## src/sv/tscf_pkg.sv

```systemverilog
// Shared constants, types and helper functions of the text stream filter.
package tscf_pkg;

  // Line number field.
  localparam int NumDigits = 6;
  localparam int DigW      = $clog2(NumDigits);

  // Expansion of one input byte is at most four bytes.
  localparam int BodyMax = 4;
  localparam int BodyW   = $clog2(BodyMax);

  // Output positions: digits first, then the tab, then the body bytes.
  localparam int TabPos  = NumDigits;
  localparam int BodyPos = NumDigits + 1;
  localparam int PosW    = $clog2(BodyPos + BodyMax);

  // Command queue between the front and back parts.
  localparam int FifoDepth = 4;
  localparam int FifoPtrW  = $clog2(FifoDepth);
  localparam int FifoCntW  = FifoPtrW + 1;

  // Configuration register indexes.
  localparam int CfgIdxW = 3;
  localparam logic [CfgIdxW-1:0] CfgNumberNonblank = 3'd0;
  localparam logic [CfgIdxW-1:0] CfgShowEnds       = 3'd1;
  localparam logic [CfgIdxW-1:0] CfgNumberAll      = 3'd2;
  localparam logic [CfgIdxW-1:0] CfgSqueezeBlank   = 3'd3;
  localparam logic [CfgIdxW-1:0] CfgShowTabs       = 3'd4;
  localparam logic [CfgIdxW-1:0] CfgShowNonprint   = 3'd5;

  // Character codes.
  localparam logic [7:0] ChTab      = 8'h09;
  localparam logic [7:0] ChNl       = 8'h0A;
  localparam logic [7:0] ChSpace    = 8'h20;
  localparam logic [7:0] ChDollar   = 8'h24;
  localparam logic [7:0] ChDash     = 8'h2D;
  localparam logic [7:0] ChZero     = 8'h30;
  localparam logic [7:0] ChQuest    = 8'h3F;
  localparam logic [7:0] ChUpperI   = 8'h49;
  localparam logic [7:0] ChUpperM   = 8'h4D;
  localparam logic [7:0] ChCaret    = 8'h5E;
  localparam logic [7:0] ChDel      = 8'd127;
  localparam logic [7:0] CtrlLimit  = 8'd32;
  localparam logic [7:0] CaretShift = 8'd64;

  typedef logic [3:0] bcd_t;
  // Element 0 is the leftmost (most significant) digit.
  typedef bcd_t [NumDigits-1:0] lnum_t;

  typedef struct packed {
    logic number_nonblank;
    logic show_ends;
    logic number_all;
    logic squeeze_blank;
    logic show_tabs;
    logic show_nonprinting;
  } cfg_t;

  typedef struct packed {
    logic                       numbered;
    lnum_t                      num;
    logic [BodyMax-1:0][7:0]    body;
    logic [BodyW-1:0]           body_last;
  } cmd_t;

  // Line number one in decimal digits.
  function automatic lnum_t bcd_one();
    lnum_t r;
    r = '0;
    r[NumDigits-1] = 4'd1;
    return r;
  endfunction

  // Decimal increment that holds at all nines.
  function automatic lnum_t bcd_inc(lnum_t v);
    lnum_t r;
    logic  carry;
    logic  all9;
    r     = v;
    carry = 1'b1;
    all9  = 1'b1;
    for (int i = 0; i < NumDigits; i++) begin
      all9 = all9 & (v[i] == 4'd9);
    end
    for (int i = NumDigits - 1; i >= 0; i--) begin
      if (carry) begin
        if (r[i] == 4'd9) begin
          r[i] = 4'd0;
        end else begin
          r[i]  = r[i] + 4'd1;
          carry = 1'b0;
        end
      end
    end
    if (all9) begin
      r = v;
    end
    return r;
  endfunction

endpackage

```

## src/sv/tscf_front.sv

```systemverilog
// Front part: accepts input bytes, tracks line state and builds output commands.
module tscf_front
  import tscf_pkg::*;
(
  input  logic       clk_i,
  input  logic       rst_ni,
  input  cfg_t       cfg_i,
  input  logic       in_valid_i,
  output logic       in_ready_o,
  input  logic [7:0] in_byte_i,
  input  logic       in_first_i,
  input  logic       full_i,
  output logic       push_o,
  output cmd_t       cmd_o
);

  logic  at_line_start_q, at_line_start_d;
  logic  blank_seen_q, blank_seen_d;
  lnum_t lnum_q, lnum_d;

  logic  accept;
  logic  als, pb, blank, squeeze, numbered;
  lnum_t cur_num;

  logic [7:0] low;
  logic [7:0] lv0, lv1;
  logic       lv_two;

  assign in_ready_o = !full_i;
  assign accept     = in_valid_i && in_ready_o;

  // Line state as seen by this byte; a new file starts from scratch.
  always_comb begin
    als      = in_first_i ? 1'b1 : at_line_start_q;
    pb       = in_first_i ? 1'b0 : blank_seen_q;
    cur_num  = in_first_i ? bcd_one() : lnum_q;
    blank    = (in_byte_i == ChNl);
    squeeze  = als && cfg_i.squeeze_blank && blank && pb;
    numbered = als && (cfg_i.number_nonblank ? !blank : cfg_i.number_all);
  end

  // State update; a squeezed blank line leaves everything as it was.
  always_comb begin
    at_line_start_d = at_line_start_q;
    blank_seen_d    = blank_seen_q;
    lnum_d          = lnum_q;
    if (accept && !squeeze) begin
      at_line_start_d = blank;
      blank_seen_d    = als ? blank : pb;
      lnum_d          = numbered ? bcd_inc(cur_num) : cur_num;
    end
  end

  always_ff @(posedge clk_i or negedge rst_ni) begin
    if (!rst_ni) begin
      at_line_start_q <= 1'b1;
      blank_seen_q    <= 1'b0;
      lnum_q          <= bcd_one();
    end else begin
      at_line_start_q <= at_line_start_d;
      blank_seen_q    <= blank_seen_d;
      lnum_q          <= lnum_d;
    end
  end

  // Caret form of the low seven bits.
  always_comb begin
    low    = {1'b0, in_byte_i[6:0]};
    lv0    = low;
    lv1    = low;
    lv_two = 1'b0;
    if (low < CtrlLimit) begin
      lv0    = ChCaret;
      lv1    = low + CaretShift;
      lv_two = 1'b1;
    end else if (low == ChDel) begin
      lv0    = ChCaret;
      lv1    = ChQuest;
      lv_two = 1'b1;
    end
  end

  // Visible expansion of the byte.
  always_comb begin
    cmd_o.numbered  = numbered;
    cmd_o.num       = cur_num;
    cmd_o.body      = '0;
    cmd_o.body_last = '0;
    if (blank) begin
      if (cfg_i.show_ends) begin
        cmd_o.body[0]   = ChDollar;
        cmd_o.body[1]   = ChNl;
        cmd_o.body_last = BodyW'(1);
      end else begin
        cmd_o.body[0] = ChNl;
      end
    end else if (in_byte_i == ChTab) begin
      if (cfg_i.show_tabs) begin
        cmd_o.body[0]   = ChCaret;
        cmd_o.body[1]   = ChUpperI;
        cmd_o.body_last = BodyW'(1);
      end else begin
        cmd_o.body[0] = ChTab;
      end
    end else if (cfg_i.show_nonprinting) begin
      if (in_byte_i[7]) begin
        cmd_o.body[0]   = ChUpperM;
        cmd_o.body[1]   = ChDash;
        cmd_o.body[2]   = lv0;
        cmd_o.body[3]   = lv1;
        cmd_o.body_last = lv_two ? BodyW'(3) : BodyW'(2);
      end else begin
        cmd_o.body[0]   = lv0;
        cmd_o.body[1]   = lv1;
        cmd_o.body_last = lv_two ? BodyW'(1) : BodyW'(0);
      end
    end else begin
      cmd_o.body[0] = in_byte_i;
    end
  end

  assign push_o = accept && !squeeze;

endmodule

```

## src/sv/tscf_fifo.sv

```systemverilog
// Short command queue between the front and back parts.
module tscf_fifo
  import tscf_pkg::*;
(
  input  logic clk_i,
  input  logic rst_ni,
  input  logic push_i,
  input  cmd_t cmd_i,
  output logic full_o,
  input  logic pop_i,
  output logic head_valid_o,
  output cmd_t head_o
);

  cmd_t                mem_q [FifoDepth];
  logic [FifoPtrW-1:0] wr_ptr_q, rd_ptr_q;
  logic [FifoCntW-1:0] count_q, count_d;

  assign full_o       = (count_q == FifoCntW'(FifoDepth));
  assign head_valid_o = (count_q != '0);
  assign head_o       = mem_q[rd_ptr_q];

  // Occupancy follows pushes and pops.
  always_comb begin
    count_d = count_q;
    if (push_i && !pop_i) begin
      count_d = count_q + FifoCntW'(1);
    end else if (pop_i && !push_i) begin
      count_d = count_q - FifoCntW'(1);
    end
  end

  always_ff @(posedge clk_i or negedge rst_ni) begin
    if (!rst_ni) begin
      wr_ptr_q <= '0;
      rd_ptr_q <= '0;
      count_q  <= '0;
    end else begin
      count_q <= count_d;
      if (push_i) begin
        wr_ptr_q <= wr_ptr_q + FifoPtrW'(1);
      end
      if (pop_i) begin
        rd_ptr_q <= rd_ptr_q + FifoPtrW'(1);
      end
    end
  end

  // Entry storage.
  always_ff @(posedge clk_i) begin
    if (push_i) begin
      mem_q[wr_ptr_q] <= cmd_i;
    end
  end

endmodule

```

## src/sv/tscf_back.sv

```systemverilog
// Back part: walks one command byte by byte into the output register.
module tscf_back
  import tscf_pkg::*;
(
  input  logic       clk_i,
  input  logic       rst_ni,
  input  logic       head_valid_i,
  input  cmd_t       head_i,
  output logic       pop_o,
  output logic       out_valid_o,
  input  logic       out_ready_i,
  output logic [7:0] out_byte_o,
  output logic       out_last_o
);

  logic            started_q;
  logic [PosW-1:0] pos_q;
  logic            out_valid_q;
  logic [7:0]      out_byte_q;
  logic            out_last_q;

  logic                 load, step, is_last;
  logic [PosW-1:0]      start_pos, end_pos, cur, boff;
  logic [NumDigits-1:0] lead_blank;
  logic [DigW-1:0]      dsel;
  logic [7:0]           cur_byte;
  logic                 zero_run;

  assign load      = !out_valid_q || out_ready_i;
  assign step      = head_valid_i && load;
  assign start_pos = head_i.numbered ? '0 : PosW'(BodyPos);
  assign end_pos   = PosW'(BodyPos) + PosW'(head_i.body_last);
  assign cur       = started_q ? pos_q : start_pos;
  assign is_last   = (cur == end_pos);
  assign boff      = cur - PosW'(BodyPos);
  assign dsel      = cur[DigW-1:0];
  assign pop_o     = step && is_last;

  // Leading zeros print as spaces; the units digit always prints.
  always_comb begin
    zero_run = 1'b1;
    for (int i = 0; i < NumDigits; i++) begin
      zero_run      = zero_run && (head_i.num[i] == 4'd0);
      lead_blank[i] = zero_run && (i != NumDigits - 1);
    end
  end

  // Byte at the current position.
  always_comb begin
    if (cur < PosW'(TabPos)) begin
      cur_byte = lead_blank[dsel] ? ChSpace : (ChZero | {4'b0, head_i.num[dsel]});
    end else if (cur == PosW'(TabPos)) begin
      cur_byte = ChTab;
    end else begin
      cur_byte = head_i.body[boff[BodyW-1:0]];
    end
  end

  // Position within the current command.
  always_ff @(posedge clk_i or negedge rst_ni) begin
    if (!rst_ni) begin
      started_q   <= 1'b0;
      pos_q       <= '0;
      out_valid_q <= 1'b0;
    end else begin
      if (step) begin
        started_q <= !is_last;
        pos_q     <= cur + PosW'(1);
      end
      if (load) begin
        out_valid_q <= head_valid_i;
      end
    end
  end

  // Output register payload.
  always_ff @(posedge clk_i) begin
    if (step) begin
      out_byte_q <= cur_byte;
      out_last_q <= is_last;
    end
  end

  assign out_valid_o = out_valid_q;
  assign out_byte_o  = out_byte_q;
  assign out_last_o  = out_last_q;

endmodule

```

## src/sv/text_stream_cat_filter.sv

```systemverilog
// Top level of the text stream filter: configuration registers and part wiring.
//
// Input stream (s_axis): one raw text byte per transfer; tuser set marks the
// first byte of a new file, which restarts line numbering and blank tracking.
// Output stream (m_axis): the formatted bytes, tlast on the last byte caused
// by each input byte. A squeezed blank line causes no output transfer at all.
// Configuration: cfg_we_i writes bit 0 of cfg_data_i into register cfg_idx_i
// (0 number nonblank, 1 show ends, 2 number all, 3 squeeze blank, 4 show
// tabs, 5 show nonprinting); write only while the block is idle.
// Timing: with the queue empty and the output free, the first output byte of
// an input passes through the command queue and the output register before
// it is offered. The back part sends one output byte per cycle while the
// receiver takes them, so an input causes 1 to 11 output bytes (six digits and a tab, plus up
// to four expansion bytes). The front part takes one byte per cycle into a
// four-entry command queue and stalls s_axis only when that queue is full.
// A stalled receiver holds the output register; the queue keeps filling.
// Reset clears configuration, line state (line one, at line start), the
// queue and the output valid flag; the block is ready right after reset.
module text_stream_cat_filter
  import tscf_pkg::*;
(
  input  logic               clk_i,
  input  logic               rst_ni,
  input  logic               cfg_we_i,
  input  logic [CfgIdxW-1:0] cfg_idx_i,
  input  logic               cfg_data_i,
  input  logic               s_axis_tvalid,
  output logic               s_axis_tready,
  input  logic [7:0]         s_axis_tdata,  // [7:0] data_byte
  input  logic               s_axis_tuser,  // [0] first_of_file
  output logic               m_axis_tvalid,
  input  logic               m_axis_tready,
  output logic [7:0]         m_axis_tdata,  // [7:0] out_byte
  output logic               m_axis_tlast
);

  cfg_t cfg_q;
  logic push, full, pop, head_valid;
  cmd_t cmd, head;

  // Configuration register writes.
  always_ff @(posedge clk_i or negedge rst_ni) begin
    if (!rst_ni) begin
      cfg_q <= '0;
    end else if (cfg_we_i) begin
      case (cfg_idx_i)
        CfgNumberNonblank: cfg_q.number_nonblank  <= cfg_data_i;
        CfgShowEnds:       cfg_q.show_ends        <= cfg_data_i;
        CfgNumberAll:      cfg_q.number_all       <= cfg_data_i;
        CfgSqueezeBlank:   cfg_q.squeeze_blank    <= cfg_data_i;
        CfgShowTabs:       cfg_q.show_tabs        <= cfg_data_i;
        CfgShowNonprint:   cfg_q.show_nonprinting <= cfg_data_i;
        default: begin
        end
      endcase
    end
  end

  tscf_front u_front (
    .clk_i      (clk_i),
    .rst_ni     (rst_ni),
    .cfg_i      (cfg_q),
    .in_valid_i (s_axis_tvalid),
    .in_ready_o (s_axis_tready),
    .in_byte_i  (s_axis_tdata),
    .in_first_i (s_axis_tuser),
    .full_i     (full),
    .push_o     (push),
    .cmd_o      (cmd)
  );

  tscf_fifo u_fifo (
    .clk_i        (clk_i),
    .rst_ni       (rst_ni),
    .push_i       (push),
    .cmd_i        (cmd),
    .full_o       (full),
    .pop_i        (pop),
    .head_valid_o (head_valid),
    .head_o       (head)
  );

  tscf_back u_back (
    .clk_i        (clk_i),
    .rst_ni       (rst_ni),
    .head_valid_i (head_valid),
    .head_i       (head),
    .pop_o        (pop),
    .out_valid_o  (m_axis_tvalid),
    .out_ready_i  (m_axis_tready),
    .out_byte_o   (m_axis_tdata),
    .out_last_o   (m_axis_tlast)
  );

endmodule

```

## config.mk

```make
export PLATFORM = sky130hd
export DESIGN_NAME = text_stream_cat_filter
export DESIGN_NICKNAME = d
export VERILOG_FILES = /design/src/sv/tscf_pkg.sv /design/src/sv/tscf_front.sv /design/src/sv/tscf_fifo.sv /design/src/sv/tscf_back.sv /design/src/sv/text_stream_cat_filter.sv
export SDC_FILE = /design/constraint.sdc
export NUM_CORES = 1
export LEC_CHECK = 0
export ABC_AREA = 1
export BUFFER_PORTS_ARGS = -buffer_cell sky130_fd_sc_hd__buf_4
export CORE_ASPECT_RATIO = 0.6
export CORE_UTILIZATION = 63
export DETAILED_ROUTE_END_ITERATION = 7
export PLACE_DENSITY = 0.8
export SYNTH_ARGS = -nofsm -noshare
export SYNTH_HDL_FRONTEND = slang
export SYNTH_SLANG_ARGS = --single-unit
```

## constraint.sdc

```tcl
create_clock -name clk_i -period 4.4 [get_ports clk_i]
set_input_delay 0.22 -clock clk_i [delete_from_list [all_inputs] [get_ports clk_i]]
set_output_delay 0.22 -clock clk_i [all_outputs]
set_load 0.02 [all_outputs]
```

==> impl_results.md <==
- Switching power: 3.82 mW
- Htree depth: 1
- Layout Nets: 1390
- WHS Path Cells: 3
- Maximum clock path buffer count: 3
- Setup TNS: 0 ps
- GRT overflow: 0
- Root buf cell: clkbuf_16
- DR iter-0 viols: 1132
- Final hold violations: 0
- Non-Filler Instances: 1657
- Post-DP HPWL: 21000 µm
- Final instance area: 0.0148 mm²
- Tmin final: 3380 ps
- Final Slew Violations: 0
- Cell taking the most area after synthesis: edfxtp_1
- DIE AREA: 0.0220 mm²
- Tcrit/Tclk final: 76.8%
- Finished Core Util: 72.2%
- Pwr Density: 669 mW/mm²
- FILL cells: 1444
- Syn. warnings: 0
- Design Power: 9.89 mW
- Critical path class: flip-flop to flip-flop
- RSZ-0062 raised after global routing: false
- Initial antenna violation count: 2
- Largest net degree at the start of global routing: 101
- PostCTS Resize Cnt: 0
- Sw Share: 38.6%
- Setup crit end kind: flip-flop
- CP required: 4830 ps
- Wire per inst: 19.7 µm
- Total number of vias: 9874
- Post-synth top area share: 53.8%
- CTS tree: done
- Syn-to-layout area delta: 9.72%
- Post-synth ARST share: 15.7%
- Yosys reg bits: 286
- Ant diodes: 0
- Critical Path Fanout Max: 44
- CTS buffer count: 26
- Register area: 0.00837 mm²
- Clock-pin slew on the worst setup and hold paths: 70 ps
- Syn avg cell area: 10.0 µm²
- Max Fclk: 296 MHz
- Worst hold path type: input port to flip-flop
- Count of cell types in the netlist: 49
- Core area: 0.0205 mm²
- Status: completed
- Max_slew headroom: 27.7%
- Ys flop type: edfxtp_1
- WP data arrival: 3810 ps
- Internal: 6.07 mW
- Number of synthesized flops with an enable pin: 241
- Area of the multi-input gates: 0.00436 mm²
- Initial Util: 65.8%
- Post-Route WL: 32600 µm
- Peak supply drop: 0.000631 V
- Seq pwr share: 39.2%
- Io pins: 29
- Leading post-synthesis cells by cell area: edfxtp_1 54%, nand2_1 9.6%, dfrtp_1 8.0%
- Routed Antenna Nets: 0
- First-pass GRT wire length: 50500 µm
- Power share of the combinational group: 36.8%
- Dpl cells: 1605
- Area after DPL: 0.0138 mm²
- Setup violations, final: 0
- Leak: 5.89 nW
- Die Wd: 191 µm
- Sink Count: 286
- Worst skew pair latency: 540 ps
- Die Ht: 115 µm
- RePlAce Congestion: 0.923
- Mapped cell area: 0.0135 mm²
- Vias in the first global route: 9120
- Pin slew with the least headroom to its limit: 1080 ps
- Gr usage total: 30.7%
- Post-synthesis sequential area ratio: 62.1%
- Layout cells sized above 1: 10.8%
- Drt pass-1 iters: 5
- DRC: 0
- Row cnt: 40
- Max-Cap Viols: 0
- Worst r2r path cells: 15
- Port Buffer Count: 28
- Synth Instances: 1342
- Clock share of power: 24.0%
- Worst Clk Skew: 17.8 ps
- Routed vias/inst: 5.96
- Worst setup SP type: flip-flop
==> synth_stat cells (2+ instances only) <==
master    number
nor2_8         3
xnor2_1        2
nor2_1       119
clkbuf_1      12
o22a_1         2
nand2_1      344
nand2_2        9
xor2_1         5
a21oi_2        2
a21oi_1       37
edfxtp_1     241
nand4_1       11
o211ai_1      10
o22ai_1       19
nand3_1      140
buf_2         30
a31oi_1        3
buf_6          5
o21a_1         2
nor2_4         9
o21ai_0       95
nand3_4        2
or2_2          2
inv_1        104
or2_1          2
buf_4         12
nand3b_1       7
nor2_2        11
nor3_1         5
nand3_2        6
a22oi_1        6
ha_1           7
dfrtp_1       43
dfstp_2        2
nand2_4        4
o21ai_1        7
inv_2          8
o31ai_1        3
==> logic make-up (layout without fill, tap and decap cells) <==
| group | count (synthesis) | count (layout) | synth area share, % |
|---|---|---|---|
| and+or+nand+nor | 677 | 677 | 22.8 |
| DFF | 286 | 286 | 62.1 |
| AOI/OAI and AO/OA | 189 | 189 | 7.91 |
| buffers and inverters | 174 | 209 | 5.88 |
| adders and majority gates | 8 | 8 | 0.799 |
| xor gates and xnor gates | 7 | 7 | 0.455 |
| other | 1 | 8 | 0.0279 |
==> flip-flops by register name, indices dropped and copies added (netlist names), 2 cells and up <==
name / cells
u_fifo.mem_q: 232
cfg_q: 6
u_fifo.count_q: 3
u_front.lnum_q: 24
u_back.pos_q: 4
u_fifo.rd_ptr_q: 2
u_fifo.wr_ptr_q: 2
u_back.out_byte_o: 8
==> worst max-delay path: stages (launching register included) <==
cell and delay [ps]:
dfrtp_4 440, buf_4 410, nand2_1 130, nand3_1 100
nand2_1 70, nand2_2 250, nand2_1 350, nand2_1 140
nand2_1 60, nor2_1 220, nand3_1 180, ha_1 210
inv_1 110, fa_1 430, nor2_1 130, a21oi_1 50
==> power by group through the flow <==
stage | Sequential [mW] | Combinational [mW] | Clock, mW
floorplan | 3.91 | 2.52 | 0
global placement | 3.91 | 3.42 | 0
detailed placement | 3.92 | 3.53 | 0
CTS | 3.87 | 3.57 | 2.39
global route | 3.92 | 3.99 | 2.49
finish | 3.88 | 3.64 | 2.37
==> stage by stage <==
step,setup slack [ps],hold WS (ps)
floorplan,252,-75.6
global placement,1230,287
detailed placement,1120,296
CTS,1080,6.67
global route,747,20.4
finish,1020,15.8
==> cell usage in the layout, fill, tap and decap left out, types with 5 or more instances in the layout <==
master       n
nand2_1    344
edfxtp_1   241
nand3_1    140
nor2_1     115
inv_1      104
o21ai_0     95
buf_4       42
dfrtp_1     41
a21oi_1     37
clkbuf_16   27
o22ai_1     19
nor2_4      13
nor2_2      11
nand4_1     11
clkbuf_1    11
o211ai_1    10
nand2_2      9
conb_1       8
o21ai_1      7
inv_2        7
nand3b_1     7
ha_1         7
a22oi_1      6
nand3_2      6
xor2_1       5
nor3_1       5
==> what timing repair did <==
item,in CTS,in global routing
endpoints found under the hold margin,45,0
hold buffers,4,0
buffers inserted,0,0
==> per-layer routing <==
layer  track usage (%)  part of all wire (%)  up-vias
met5              1.50                  0.21        -
met4              5.76                   1.2        6
met3              10.9                    14       44
met2              42.5                    41      553
met1              46.5                    44     4661
li1                  -                     -     4610
==> final timing paths <==
path	from	end	slack, ps
max	u_fifo.rd_ptr_q[0]	u_fifo.count_q[1]	1020
min	cfg_data_i	cfg_q[5]	20
max reg2reg	u_fifo.rd_ptr_q[0]	u_fifo.count_q[1]	1020
min reg2reg	u_back.pos_q[0]	u_back.pos_q[0]	480
max in group asynchronous	rst_ni	u_fifo.rd_ptr_q[0]	3660
min in group asynchronous	rst_ni	u_fifo.count_q[2]	240
==> area by class of cell <==
cell class	count	area share, %
clock buffer	40	5.04
clock inverter	8	0.991
inverter	114	2.92
multi-input combinational	889	29.5
sequential	286	56.7
tap	273	2.31
timing repair buffer	47	2.54
Note: power is estimated with default switching activity, not from simulation.
